File: config.mk
export PLATFORM = sky130hd
export DESIGN_NAME = turtle_vector_command_engine_core
export DESIGN_NICKNAME = d
export VERILOG_FILES = /design/src/sv/tvce_pkg.sv /design/src/sv/tvce_front.sv /design/src/sv/tvce_queue.sv /design/src/sv/tvce_back.sv /design/src/sv/turtle_vector_command_engine_core.sv
export SDC_FILE = /design/constraint.sdc
export NUM_CORES = 2
export LEC_CHECK = 0
export BUFFER_PORTS_ARGS = -buffer_cell sky130_fd_sc_hd__buf_2
export CAP_MARGIN = 10
export CORE_MARGIN = 2
export CORE_UTILIZATION = 55
export DETAILED_ROUTE_END_ITERATION = 6
export PLACE_DENSITY = 0.71
export SLEW_MARGIN = 30
export SYNTH_ARGS = -nofsm -noshare
export SYNTH_HDL_FRONTEND = slang
export SYNTH_MEMORY_MAX_BITS = 65536
export SYNTH_SLANG_ARGS = --single-unit
export TNS_END_PERCENT = 100
File: constraint.sdc
create_clock -name clk -period 23.3 [get_ports clk]
set_input_delay 6.99 -clock clk [delete_from_list [all_inputs] [get_ports clk]]
set_output_delay 6.99 -clock clk [all_outputs]
set_load 0.01 [all_outputs]
File: src/sv/tvce_pkg.sv
// Package for the turtle vector command engine: field widths, command
// codes, the queued operation type and the Q1.16 sine lookup.
// No dependencies.
package tvce_pkg;

	localparam int CMD_W     = 3;
	localparam int AMT_W     = 16;
	localparam int COORD_W   = 16;
	localparam int CENTER_W  = 12;
	localparam int CFG_IDX_W = 1;
	localparam int S_TDATA_W = 24;
	localparam int M_TDATA_W = 64;

	localparam int HEAD_W    = 10;
	localparam int ANGLE_W   = 11;
	localparam int TRIG_W    = 18;
	localparam int STEP_W    = 17;
	localparam int TRIG_FRAC = 16;

	localparam int QDEPTH = 4;
	localparam int QAW    = 2;

	localparam logic [CMD_W-1:0] CMD_FORWARD  = 3'd0;
	localparam logic [CMD_W-1:0] CMD_BACK     = 3'd1;
	localparam logic [CMD_W-1:0] CMD_RIGHT    = 3'd2;
	localparam logic [CMD_W-1:0] CMD_LEFT     = 3'd3;
	localparam logic [CMD_W-1:0] CMD_PEN_UP   = 3'd4;
	localparam logic [CMD_W-1:0] CMD_PEN_DOWN = 3'd5;

	localparam logic [CFG_IDX_W-1:0] REG_CENTER_X = 1'b0;
	localparam logic [CFG_IDX_W-1:0] REG_CENTER_Y = 1'b1;

	localparam logic [CENTER_W-1:0] CENTER_X_RST = 12'd512;
	localparam logic [CENTER_W-1:0] CENTER_Y_RST = 12'd384;

	// floor(n * RECIP_360 >> RECIP_SH) == n / 360 for n < 74898
	localparam logic [15:0] RECIP_360 = 16'd46604;
	localparam int          RECIP_SH  = 24;

	typedef enum logic [1:0] {
		KIND_MOVE,
		KIND_TURN,
		KIND_PEN_UP,
		KIND_PEN_DOWN
	} kind_t;

	// step: signed distance or signed degrees, already negated for back/left
	typedef struct packed {
		kind_t                    kind;
		logic signed [STEP_W-1:0] step;
	} op_t;

	// round(65536 * sin(i deg)) for i = 0..90
	function automatic logic [16:0] sin_mag(input logic [6:0] i);
		logic [16:0] m;
		case (i)
			7'd0: m = 17'd0;         7'd1: m = 17'd1144;      7'd2: m = 17'd2287;
			7'd3: m = 17'd3430;      7'd4: m = 17'd4572;      7'd5: m = 17'd5712;
			7'd6: m = 17'd6850;      7'd7: m = 17'd7987;      7'd8: m = 17'd9121;
			7'd9: m = 17'd10252;     7'd10: m = 17'd11380;    7'd11: m = 17'd12505;
			7'd12: m = 17'd13626;    7'd13: m = 17'd14742;    7'd14: m = 17'd15854;
			7'd15: m = 17'd16962;    7'd16: m = 17'd18064;    7'd17: m = 17'd19161;
			7'd18: m = 17'd20252;    7'd19: m = 17'd21336;    7'd20: m = 17'd22414;
			7'd21: m = 17'd23486;    7'd22: m = 17'd24550;    7'd23: m = 17'd25607;
			7'd24: m = 17'd26655;    7'd25: m = 17'd27696;    7'd26: m = 17'd28729;
			7'd27: m = 17'd29752;    7'd28: m = 17'd30767;    7'd29: m = 17'd31772;
			7'd30: m = 17'd32768;    7'd31: m = 17'd33754;    7'd32: m = 17'd34729;
			7'd33: m = 17'd35693;    7'd34: m = 17'd36647;    7'd35: m = 17'd37590;
			7'd36: m = 17'd38521;    7'd37: m = 17'd39440;    7'd38: m = 17'd40348;
			7'd39: m = 17'd41243;    7'd40: m = 17'd42125;    7'd41: m = 17'd42995;
			7'd42: m = 17'd43852;    7'd43: m = 17'd44695;    7'd44: m = 17'd45525;
			7'd45: m = 17'd46341;    7'd46: m = 17'd47143;    7'd47: m = 17'd47930;
			7'd48: m = 17'd48703;    7'd49: m = 17'd49461;    7'd50: m = 17'd50204;
			7'd51: m = 17'd50931;    7'd52: m = 17'd51643;    7'd53: m = 17'd52340;
			7'd54: m = 17'd53020;    7'd55: m = 17'd53684;    7'd56: m = 17'd54332;
			7'd57: m = 17'd54963;    7'd58: m = 17'd55578;    7'd59: m = 17'd56175;
			7'd60: m = 17'd56756;    7'd61: m = 17'd57319;    7'd62: m = 17'd57865;
			7'd63: m = 17'd58393;    7'd64: m = 17'd58903;    7'd65: m = 17'd59396;
			7'd66: m = 17'd59870;    7'd67: m = 17'd60326;    7'd68: m = 17'd60764;
			7'd69: m = 17'd61183;    7'd70: m = 17'd61584;    7'd71: m = 17'd61966;
			7'd72: m = 17'd62329;    7'd73: m = 17'd62672;    7'd74: m = 17'd62997;
			7'd75: m = 17'd63303;    7'd76: m = 17'd63589;    7'd77: m = 17'd63856;
			7'd78: m = 17'd64104;    7'd79: m = 17'd64332;    7'd80: m = 17'd64540;
			7'd81: m = 17'd64729;    7'd82: m = 17'd64898;    7'd83: m = 17'd65048;
			7'd84: m = 17'd65177;    7'd85: m = 17'd65287;    7'd86: m = 17'd65376;
			7'd87: m = 17'd65446;    7'd88: m = 17'd65496;    7'd89: m = 17'd65526;
			7'd90: m = 17'd65536;
			default: m = 17'd0;
		endcase
		return m;
	endfunction

	// Q1.16 sine of a whole-degree angle in -449..449, quadrant folded
	function automatic logic signed [TRIG_W-1:0] trig_q16(input logic signed [ANGLE_W-1:0] d);
		logic        neg;
		logic [8:0]  a;
		logic [16:0] m;
		neg = d[ANGLE_W-1];
		a = neg ? 9'(-d) : d[8:0];
		if (a >= 9'd360) a = a - 9'd360;
		if (a >= 9'd180) begin
			neg = !neg;
			a = a - 9'd180;
		end
		if (a > 9'd90) a = 9'd180 - a;
		m = sin_mag(a[6:0]);
		return neg ? -$signed({1'b0, m}) : $signed({1'b0, m});
	endfunction

endpackage

File: src/sv/tvce_front.sv
// Front end of the turtle engine: takes commands off the input stream,
// decodes them into queued operations and drops unknown codes.
// Depends on tvce_pkg.
module tvce_front (
	input  logic                             s_tvalid,
	output logic                             s_tready,
	input  logic [tvce_pkg::S_TDATA_W-1:0]   s_tdata,   // command[2:0], amount[18:3]
	input  logic                             q_full,
	output logic                             push,
	output tvce_pkg::op_t                    push_op
);
	import tvce_pkg::*;

	logic [CMD_W-1:0]        cmd;
	logic signed [AMT_W-1:0] amt;
	logic                    known;

	always_comb begin
		cmd = s_tdata[CMD_W-1:0];
		amt = s_tdata[CMD_W+AMT_W-1:CMD_W];
		known = 1'b1;
		push_op.kind = KIND_MOVE;
		push_op.step = STEP_W'(amt);
		case (cmd)
			CMD_FORWARD: begin
				push_op.kind = KIND_MOVE;
			end
			CMD_BACK: begin
				push_op.kind = KIND_MOVE;
				push_op.step = -STEP_W'(amt);
			end
			CMD_RIGHT: begin
				push_op.kind = KIND_TURN;
			end
			CMD_LEFT: begin
				push_op.kind = KIND_TURN;
				push_op.step = -STEP_W'(amt);
			end
			CMD_PEN_UP: begin
				push_op.kind = KIND_PEN_UP;
			end
			CMD_PEN_DOWN: begin
				push_op.kind = KIND_PEN_DOWN;
			end
			default: begin
				known = 1'b0;
			end
		endcase
	end

	assign s_tready = !q_full;
	assign push     = s_tvalid && !q_full && known;

endmodule

File: src/sv/tvce_queue.sv
// Short operation queue between front and back end of the turtle engine.
// Depends on tvce_pkg.
module tvce_queue (
	input  logic          clk,
	input  logic          arst_n,
	input  logic          push,
	input  tvce_pkg::op_t wr_op,
	output logic          full,
	output logic          valid,
	output tvce_pkg::op_t rd_op,
	input  logic          pop
);
	import tvce_pkg::*;

	op_t            mem_q [QDEPTH];
	logic [QAW-1:0] wr_ptr_q;
	logic [QAW-1:0] rd_ptr_q;
	logic [QAW:0]   count_q;
	logic           do_pop;

	assign full   = (count_q == (QAW+1)'(QDEPTH));
	assign valid  = (count_q != '0);
	assign rd_op  = mem_q[rd_ptr_q];
	assign do_pop = pop && valid;

	always_ff @(posedge clk) begin
		if (push) begin
			mem_q[wr_ptr_q] <= wr_op;
		end
	end

	always_ff @(posedge clk or negedge arst_n) begin
		if (!arst_n) begin
			wr_ptr_q <= '0;
			rd_ptr_q <= '0;
			count_q  <= '0;
		end else begin
			if (push) wr_ptr_q <= wr_ptr_q + 1'b1;
			if (do_pop) rd_ptr_q <= rd_ptr_q + 1'b1;
			case ({push, do_pop})
				2'b10:   count_q <= count_q + 1'b1;
				2'b01:   count_q <= count_q - 1'b1;
				default: count_q <= count_q;
			endcase
		end
	end

endmodule

File: src/sv/tvce_back.sv
// Back end of the turtle engine: heading/pen state, trig lookup, scaled
// step, saturating position update and screen mapping, with output register.
// Depends on tvce_pkg.
module tvce_back #(
	parameter int FRAC_BITS = 16,
	parameter int POS_BITS  = 40
) (
	input  logic                             clk,
	input  logic                             arst_n,
	input  logic                             cfg_we,
	input  logic [tvce_pkg::CFG_IDX_W-1:0]   cfg_index,
	input  logic [tvce_pkg::CENTER_W-1:0]    cfg_data,
	input  logic                             q_valid,
	input  tvce_pkg::op_t                    q_op,
	output logic                             pop,
	output logic                             m_tvalid,
	input  logic                             m_tready,
	output logic [tvce_pkg::M_TDATA_W-1:0]   m_tdata
);
	import tvce_pkg::*;

	localparam int SH_L   = (FRAC_BITS >= TRIG_FRAC) ? FRAC_BITS - TRIG_FRAC : 0;
	localparam int SH_R   = (FRAC_BITS < TRIG_FRAC) ? TRIG_FRAC - FRAC_BITS : 0;
	localparam int BIAS   = (1 << SH_R) - 1;
	localparam int PROD_W = STEP_W + TRIG_W;
	localparam int DW     = PROD_W + SH_L;
	localparam int SW     = ((POS_BITS > DW) ? POS_BITS : DW) + 1;
	localparam int TW     = FRAC_BITS + 19;
	localparam int CW     = ((POS_BITS > TW) ? POS_BITS : TW) + 1;
	localparam int FBIAS  = (1 << FRAC_BITS) - 1;

	localparam logic signed [SW-1:0] SUM_MAX =
		{{(SW-POS_BITS+1){1'b0}}, {(POS_BITS-1){1'b1}}};
	localparam logic signed [SW-1:0] SUM_MIN =
		{{(SW-POS_BITS+1){1'b1}}, {(POS_BITS-1){1'b0}}};
	localparam logic signed [CW-1:0] BOUND_HI =
		{{(CW-FRAC_BITS-18){1'b0}}, 1'b1, {(FRAC_BITS+17){1'b0}}};
	localparam logic signed [CW-1:0] BOUND_LO =
		{{(CW-FRAC_BITS-17){1'b1}}, {(FRAC_BITS+17){1'b0}}};
	localparam logic signed [TW-1:0] COORD_MAX = TW'(32767);
	localparam logic signed [TW-1:0] COORD_MIN = TW'(-32768);

	// amount * trig in Q.16, rescaled to FRAC_BITS with truncation toward zero
	function automatic logic signed [DW-1:0] scale(input logic signed [PROD_W-1:0] p);
		logic signed [PROD_W-1:0] b;
		b = p + (p[PROD_W-1] ? PROD_W'(BIAS) : '0);
		return DW'(b >>> SH_R) <<< SH_L;
	endfunction

	function automatic logic signed [POS_BITS-1:0] sat_add(
		input logic signed [POS_BITS-1:0] a,
		input logic signed [DW-1:0]       d
	);
		logic signed [SW-1:0] s;
		s = SW'(a) + SW'(d);
		if (s > SUM_MAX) s = SUM_MAX;
		if (s < SUM_MIN) s = SUM_MIN;
		return s[POS_BITS-1:0];
	endfunction

	// clamp, optional flip, add origin; fraction still attached
	function automatic logic signed [TW-1:0] place(
		input logic signed [POS_BITS-1:0] v,
		input logic                       flip,
		input logic [CENTER_W-1:0]        c
	);
		logic signed [CW-1:0] w;
		w = CW'(v);
		if (w > BOUND_HI) w = BOUND_HI;
		if (w < BOUND_LO) w = BOUND_LO;
		if (flip) w = -w;
		w = w + CW'({c, {FRAC_BITS{1'b0}}});
		return w[TW-1:0];
	endfunction

	function automatic logic [COORD_W-1:0] to_coord(input logic signed [TW-1:0] t);
		logic signed [TW-1:0] b;
		logic signed [TW-1:0] q;
		b = t + (t[TW-1] ? TW'(FBIAS) : '0);
		q = b >>> FRAC_BITS;
		if (q > COORD_MAX) q = COORD_MAX;
		if (q < COORD_MIN) q = COORD_MIN;
		return q[COORD_W-1:0];
	endfunction

	logic [CENTER_W-1:0] center_x_q;
	logic [CENTER_W-1:0] center_y_q;

	logic                     adv;
	logic signed [HEAD_W-1:0] heading_q;
	logic                     pen_q;

	logic signed [17:0]       hsum;
	logic [15:0]              hmag;
	logic [31:0]              hprod;
	logic [15:0]              hquo;
	logic [15:0]              hrem_full;
	logic [8:0]               hrem;
	logic signed [HEAD_W-1:0] head_next;

	logic                     valid_s1, valid_s2, valid_s3, valid_s4, valid_s5;
	logic signed [STEP_W-1:0] amt_s1, amt_s2;
	logic signed [HEAD_W-1:0] heading_s1;
	logic                     pen_s1, pen_s2, pen_s3;
	logic signed [TRIG_W-1:0] sin_s2, cos_s2;
	logic signed [DW-1:0]     dx_s3, dy_s3;

	logic signed [POS_BITS-1:0] pos_x_q, pos_y_q;
	logic signed [POS_BITS-1:0] new_x, new_y;
	logic signed [POS_BITS-1:0] old_x_s4, old_y_s4, new_x_s4, new_y_s4;
	logic signed [TW-1:0]       scol_s5, srow_s5, ecol_s5, erow_s5;

	logic                     m_tvalid_q;
	logic [M_TDATA_W-1:0]     m_tdata_q;

	assign adv = !m_tvalid_q || m_tready;
	assign pop = adv && q_valid;

	// heading remainder by 360, truncated, via reciprocal multiply
	always_comb begin
		hsum      = 18'(heading_q) + 18'(q_op.step);
		hmag      = hsum[17] ? 16'(-hsum) : hsum[15:0];
		hprod     = 32'(hmag) * 32'(RECIP_360);
		hquo      = 16'(hprod >> RECIP_SH);
		hrem_full = hmag - ((hquo << 8) + (hquo << 6) + (hquo << 5) + (hquo << 3));
		hrem      = hrem_full[8:0];
		head_next = hsum[17] ? -$signed({1'b0, hrem}) : $signed({1'b0, hrem});
	end

	assign new_x = sat_add(pos_x_q, dx_s3);
	assign new_y = sat_add(pos_y_q, dy_s3);

	always_ff @(posedge clk or negedge arst_n) begin
		if (!arst_n) begin
			center_x_q <= CENTER_X_RST;
			center_y_q <= CENTER_Y_RST;
		end else if (cfg_we) begin
			case (cfg_index)
				REG_CENTER_X: center_x_q <= cfg_data;
				REG_CENTER_Y: center_y_q <= cfg_data;
				default:      center_x_q <= center_x_q;
			endcase
		end
	end

	// control state and stage valids
	always_ff @(posedge clk or negedge arst_n) begin
		if (!arst_n) begin
			heading_q  <= '0;
			pen_q      <= 1'b1;
			pos_x_q    <= '0;
			pos_y_q    <= '0;
			valid_s1   <= 1'b0;
			valid_s2   <= 1'b0;
			valid_s3   <= 1'b0;
			valid_s4   <= 1'b0;
			valid_s5   <= 1'b0;
			m_tvalid_q <= 1'b0;
		end else if (adv) begin
			if (pop) begin
				case (q_op.kind)
					KIND_TURN:     heading_q <= head_next;
					KIND_PEN_UP:   pen_q <= 1'b0;
					KIND_PEN_DOWN: pen_q <= 1'b1;
					default:       heading_q <= heading_q;
				endcase
			end
			if (valid_s3) begin
				pos_x_q <= new_x;
				pos_y_q <= new_y;
			end
			valid_s1   <= pop && (q_op.kind == KIND_MOVE);
			valid_s2   <= valid_s1;
			valid_s3   <= valid_s2;
			valid_s4   <= valid_s3 && pen_s3;
			valid_s5   <= valid_s4;
			m_tvalid_q <= valid_s5;
		end
	end

	// datapath stages
	always_ff @(posedge clk) begin
		if (adv) begin
			amt_s1     <= q_op.step;
			heading_s1 <= heading_q;
			pen_s1     <= pen_q;

			amt_s2 <= amt_s1;
			pen_s2 <= pen_s1;
			sin_s2 <= trig_q16(ANGLE_W'(heading_s1));
			cos_s2 <= trig_q16(ANGLE_W'(heading_s1) + 11'sd90);

			pen_s3 <= pen_s2;
			dx_s3  <= scale(PROD_W'(amt_s2) * PROD_W'(sin_s2));
			dy_s3  <= scale(PROD_W'(amt_s2) * PROD_W'(cos_s2));

			old_x_s4 <= pos_x_q;
			old_y_s4 <= pos_y_q;
			new_x_s4 <= new_x;
			new_y_s4 <= new_y;

			scol_s5 <= place(old_x_s4, 1'b0, center_x_q);
			srow_s5 <= place(old_y_s4, 1'b1, center_y_q);
			ecol_s5 <= place(new_x_s4, 1'b0, center_x_q);
			erow_s5 <= place(new_y_s4, 1'b1, center_y_q);

			m_tdata_q <= {to_coord(erow_s5), to_coord(ecol_s5),
				to_coord(srow_s5), to_coord(scol_s5)};
		end
	end

	assign m_tvalid = m_tvalid_q;
	assign m_tdata  = m_tdata_q;

	a_heading_range: assert property (@(posedge clk) disable iff (!arst_n)
		(heading_q <= 10'sd359) && (heading_q >= -10'sd359))
		else $error("heading left -359..359");

	a_pos_hold: assert property (@(posedge clk) disable iff (!arst_n)
		!adv |=> (pos_x_q == $past(pos_x_q)) && (pos_y_q == $past(pos_y_q)))
		else $error("position moved during output stall");

	a_out_source: assert property (@(posedge clk) disable iff (!arst_n)
		$rose(m_tvalid_q) |-> $past(valid_s5))
		else $error("segment appeared without a move in the last stage");

endmodule

File: src/sv/turtle_vector_command_engine_core.sv
// Turtle vector command engine, top level: turtle-graphics interpreter that
// turns move/turn/pen commands into screen-space line segments.
// Depends on tvce_pkg, tvce_front, tvce_queue and tvce_back.
//
// Takes one command per clock while the queue is not full and returns one
// segment for every forward or back move made with the pen down; turns, pen
// commands and undefined codes give nothing. Position is signed fixed point
// (POS_BITS wide, FRAC_BITS fraction) that saturates; heading is whole degrees
// kept in -359..359 by a truncated remainder. A move adds amount times a Q1.16
// sine/cosine from a 91-entry quarter-wave table. Segments carry screen
// column = x + center_x and row = center_y - y, truncated toward zero and
// clamped to 16 bits. Throughput is one command per cycle while the queue is
// not full; the recurrence that sets it is the heading update (add, reciprocal
// multiply, subtract) which must finish in the cycle a turn leaves the queue.
// A command passes through the queue, the stage registers and the output
// register before its segment appears on m_tdata. A four-entry queue sits
// between the decoder and the execution pipeline, so commands keep being taken
// while a finished segment waits on m_tready. Configuration writes take effect
// at once and should be made only while no command is in flight.
module turtle_vector_command_engine_core #(
	parameter int FRAC_BITS = 16,
	parameter int POS_BITS  = 40
) (
	input  logic                             clk,
	input  logic                             arst_n,
	// configuration: index 0 screen_center_x, 1 screen_center_y
	input  logic                             cfg_we,
	input  logic [tvce_pkg::CFG_IDX_W-1:0]   cfg_index,
	input  logic [tvce_pkg::CENTER_W-1:0]    cfg_data,
	// command stream
	input  logic                             s_tvalid,
	output logic                             s_tready,
	input  logic [tvce_pkg::S_TDATA_W-1:0]   s_tdata,   // command[2:0], amount[18:3], zero pad
	// segment stream
	output logic                             m_tvalid,
	input  logic                             m_tready,
	output logic [tvce_pkg::M_TDATA_W-1:0]   m_tdata    // start_col, start_row, end_col, end_row
);
	import tvce_pkg::*;

	logic push;
	op_t  push_op;
	logic q_full;
	logic q_valid;
	op_t  q_op;
	logic pop;

	// decode; unknown command codes are dropped here
	tvce_front u_front (
		.s_tvalid (s_tvalid),
		.s_tready (s_tready),
		.s_tdata  (s_tdata),
		.q_full   (q_full),
		.push     (push),
		.push_op  (push_op)
	);

	// decouples input acceptance from output stalls
	tvce_queue u_queue (
		.clk    (clk),
		.arst_n (arst_n),
		.push   (push),
		.wr_op  (push_op),
		.full   (q_full),
		.valid  (q_valid),
		.rd_op  (q_op),
		.pop    (pop)
	);

	// turtle state and segment pipeline; the whole pipe stalls only
	// when the output register holds an untaken segment
	tvce_back #(
		.FRAC_BITS (FRAC_BITS),
		.POS_BITS  (POS_BITS)
	) u_back (
		.clk       (clk),
		.arst_n    (arst_n),
		.cfg_we    (cfg_we),
		.cfg_index (cfg_index),
		.cfg_data  (cfg_data),
		.q_valid   (q_valid),
		.q_op      (q_op),
		.pop       (pop),
		.m_tvalid  (m_tvalid),
		.m_tready  (m_tready),
		.m_tdata   (m_tdata)
	);

endmodule

==> reports/metrics.json <==
{
  "routing": {
    "final_antenna_net_count": 0,
    "finalWirelength_um": 173600,
    "drt-initial-drc-count": 4275,
    "detail_route.wl_per_cell_um": 19.38,
    "drtPass1Iterations": 7,
    "drt_drc_violations_left": 0,
    "route.detailed.vias_per_inst": 5.908,
    "route.vias.total": 52890
  },
  "cts": {
    "post-cts-setup-buffer-count": 0,
    "cts-buffers-inserted": 79,
    "cts-hold-fix-buffers": 0,
    "cts.root.buffer_cell": "sky130_fd_sc_hd__clkbuf_16",
    "cts.path.max_buffers": 3,
    "clkSinkCount": 721,
    "worst_skew_pair_latency_ps": 650,
    "tritoncts": "yes",
    "worst_setup_hold_path_clk_slew_ps": 60,
    "cts_max_level": 3,
    "cts.repair.resized": 0
  },
  "global_route": {
    "first_global_vias": 53510,
    "initial_antenna_violation_count": 1,
    "grt_overflow": 0,
    "track_usage_pct": 26.53,
    "largest_net_degree_at_the_start_of_global_routing": 178,
    "first_pass_grt_wire_length_um": 284000
  },
  "timing": {
    "maxSlewViolCount": 0,
    "achievable-frequency_mhz": 74.59,
    "fin_crit_ps": 13410,
    "final.period_utilization_pct": 57.54,
    "max-slew-margin-rel_pct": 31.78,
    "setup_failing_eps_final": 0,
    "timing.final.hold_violations": 0,
    "setup-tns-final_ps": 0,
    "timing_worst_slew_pin_value_ps": 1013,
    "grt_setup_unrepaired": "false",
    "final.setup_skew_ps": 30.22
  },
  "setup_path": {
    "critical_path_start_type": "flop",
    "timing.critical_path.slowest_stage_cell": "sky130_fd_sc_hd__mux4_2",
    "cp_data_arrival_time_ps": 13930,
    "critical_path_peak_fanout": 23,
    "worst_setup_path_end_kind": "flop",
    "path_class": "flop to flop",
    "slowest_delay_ps": 620,
    "crit_required_ps": 23820
  },
  "cells_and_area": {
    "seq_area_um2": 21020,
    "fin_nets": 8410,
    "final_layout_size_suffix_gt1_share_pct": 7.738,
    "area_growth_pct": 6.889,
    "mostFrequentLayoutCell": "sky130_fd_sc_hd__inv_1",
    "num_antenna_cells": 0,
    "multiInputGateArea_um2": 45670,
    "final_cell_mix": "sky130_fd_sc_hd__inv_1 (913), sky130_fd_sc_hd__nand2_1 (718), sky130_fd_sc_hd__fa_1 (683), sky130_fd_sc_hd__edfxtp_1 (593), sky130_fd_sc_hd__ha_1 (535)",
    "final.fill_count": 10920
  },
  "synthesis": {
    "netlist_cell_types": 134,
    "post_synthesis_register_bit_count": 721,
    "synth-main-ff-cell": "sky130_fd_sc_hd__edfxtp_1",
    "syn_area_um2": 71300,
    "synth_top_area_share_pct": 24.97,
    "synth_cells": 7172,
    "share_of_async_settable_or_async_resettable_flops_after_synthesis_pct": 17.75,
    "ys_seq_area_share_pct": 29.47,
    "ys_warn_count": 0,
    "syn-num-nets": 8435,
    "synth_largest_area_cell": "sky130_fd_sc_hd__edfxtp_1",
    "synth_area_leaders": "sky130_fd_sc_hd__edfxtp_1 (25%), sky130_fd_sc_hd__fa_1 (19%), sky130_fd_sc_hd__ha_1 (9.4%)",
    "syn_area_per_cell_um2": 9.942,
    "number_of_enable_flip_flop_cells_after_synthesis": 593
  },
  "placement": {
    "dp_hpwl_um": 130400,
    "io_port_bufs": 102,
    "gp_congestion": 0.9504
  },
  "floorplan": {
    "die_w_um": 364.1,
    "initial_core_util_pct": 55.21,
    "design.portCount": 108,
    "die_h_um": 364.1,
    "die_area_um2": 132500,
    "design.core.area_um2": 129200,
    "fp-row-count": 132
  },
  "outcome": {
    "status": "finished, final reports clean"
  },
  "min_path": {
    "hold_path.class": "flop to flop"
  },
  "run": {
    "max_cap_check_violation_count": 0
  }
}
## sequential cells by signal (all words and copies together) (netlist names), 12 cells and up
signal             count
u_back.amt_s1         17
u_back.amt_s2         17
u_back.center_x_q     12
u_back.center_y_q     12
u_back.cos_s2         18
u_back.dx_s3          35
u_back.dy_s3          35
u_back.ecol_s5        35
u_back.erow_s5        35
u_back.m_tdata        64
u_back.new_x_s4       40
u_back.new_y_s4       40
u_back.old_x_s4       40
u_back.old_y_s4       40
u_back.pos_x_q        40
u_back.pos_y_q        40
u_back.scol_s5        35
u_back.sin_s2         18
u_back.srow_s5        35
u_queue.mem_q         76
## per-layer routing
metal	share of wire (%)	GRT usage [%]	vias up
met2	49	46.30	1805
met3	5.9	3.304	354
met4	3.1	8.354	2
met1	42	34.39	26110
li1	-	-	24620
met5	0.0058	0	-
## cell usage after synthesis (24+ instances only)
library cell,n
sky130_fd_sc_hd__o21a_1,63
sky130_fd_sc_hd__nand3_1,116
sky130_fd_sc_hd__nor4_1,42
sky130_fd_sc_hd__nand4_1,40
sky130_fd_sc_hd__edfxtp_1,593
sky130_fd_sc_hd__o21bai_1,41
sky130_fd_sc_hd__nor3_1,115
sky130_fd_sc_hd__inv_1,913
sky130_fd_sc_hd__ha_1,537
sky130_fd_sc_hd__clkbuf_1,229
sky130_fd_sc_hd__o22ai_1,25
sky130_fd_sc_hd__o21ai_0,243
sky130_fd_sc_hd__o211ai_1,63
sky130_fd_sc_hd__nor2_1,338
sky130_fd_sc_hd__o31ai_1,43
sky130_fd_sc_hd__a21oi_1,357
sky130_fd_sc_hd__mux2_2,77
sky130_fd_sc_hd__fa_1,684
sky130_fd_sc_hd__nand2b_1,73
sky130_fd_sc_hd__nand2_1,719
sky130_fd_sc_hd__or3_1,36
sky130_fd_sc_hd__buf_2,42
sky130_fd_sc_hd__a31oi_1,73
sky130_fd_sc_hd__and3_1,44
sky130_fd_sc_hd__xnor2_1,288
sky130_fd_sc_hd__nor2b_1,96
sky130_fd_sc_hd__a211oi_1,38
sky130_fd_sc_hd__and2_1,291
sky130_fd_sc_hd__a21o_1,144
sky130_fd_sc_hd__dfrtp_1,124
sky130_fd_sc_hd__or2_2,24
sky130_fd_sc_hd__xor2_1,134
## cell families (layout without fill, tap and decap cells)
group / after synthesis / count (layout) / synth area share, %
multiplexers: 112 / 112 / 2.044
AND/OR/NAND/NOR: 2023 / 2023 / 14.00
buffers and inverters: 1220 / 1259 / 6.617
adder cells (fa/ha/maj): 1222 / 1222 / 28.64
AO/OA/AOI/OAI: 1448 / 1448 / 13.94
flip-flops: 721 / 721 / 29.47
XOR/XNOR: 426 / 426 / 5.284
## worst paths after layout
path	to	from	slack, ps	depth (start not counted)
max in group asynchronous	u_back.m_tvalid	arst_n	15260	3
max	u_back.heading_q[9]	u_queue.rd_ptr_q[0]	9890	50
min reg2reg	u_back.amt_s2[9]	u_back.amt_s1[9]	420	0
min in group asynchronous	u_back.pos_x_q[38]	arst_n	6190	1
min	u_back.amt_s2[9]	u_back.amt_s1[9]	420	0
max reg2reg	u_back.heading_q[9]	u_queue.rd_ptr_q[0]	9890	50
## through the flow
step | utilization (%) | hold slack, ps | setup slack [ps] | cells | cell area (µm²)
finish | 59.01 | 417.5 | 9893 | 8953 | 76210
global route | 59.01 | 421.8 | 8933 | 8953 | 76210
CTS | 58.98 | 417.5 | 9827 | 8952 | 76180
detailed placement | 56.94 | 404.5 | 9917 | 8807 | 73540
global placement | 56.89 | 400.5 | 10130 | 8804 | 73480
floorplan | - | 400.3 | 7731 | 7172 | 71300
## critical path: cells and delay by family, from the launching register on
family                     cells  cell delay (ps)
buffers and inverters          8              950
and+or+nand+nor                5              540
muxes                          2             1010
DFF                            1              340
adders and majority gates     12             5050
AOI/OAI and AO/OA             16             3530
xor gates and xnor gates       7             1830
## cell type report
class | count | share of cell area [%]
well taps | 1742 | 2.860
multi-input cells | 5231 | 59.92
flip-flops and latches | 721 | 27.57
clock inverters | 40 | 0.5779
clock buffers | 105 | 2.883
inverters | 918 | 4.521
repair buffers | 196 | 1.666
Power is not shown: default switching activity piles up to over one toggle a cycle in this logic, so the estimate is an artifact.
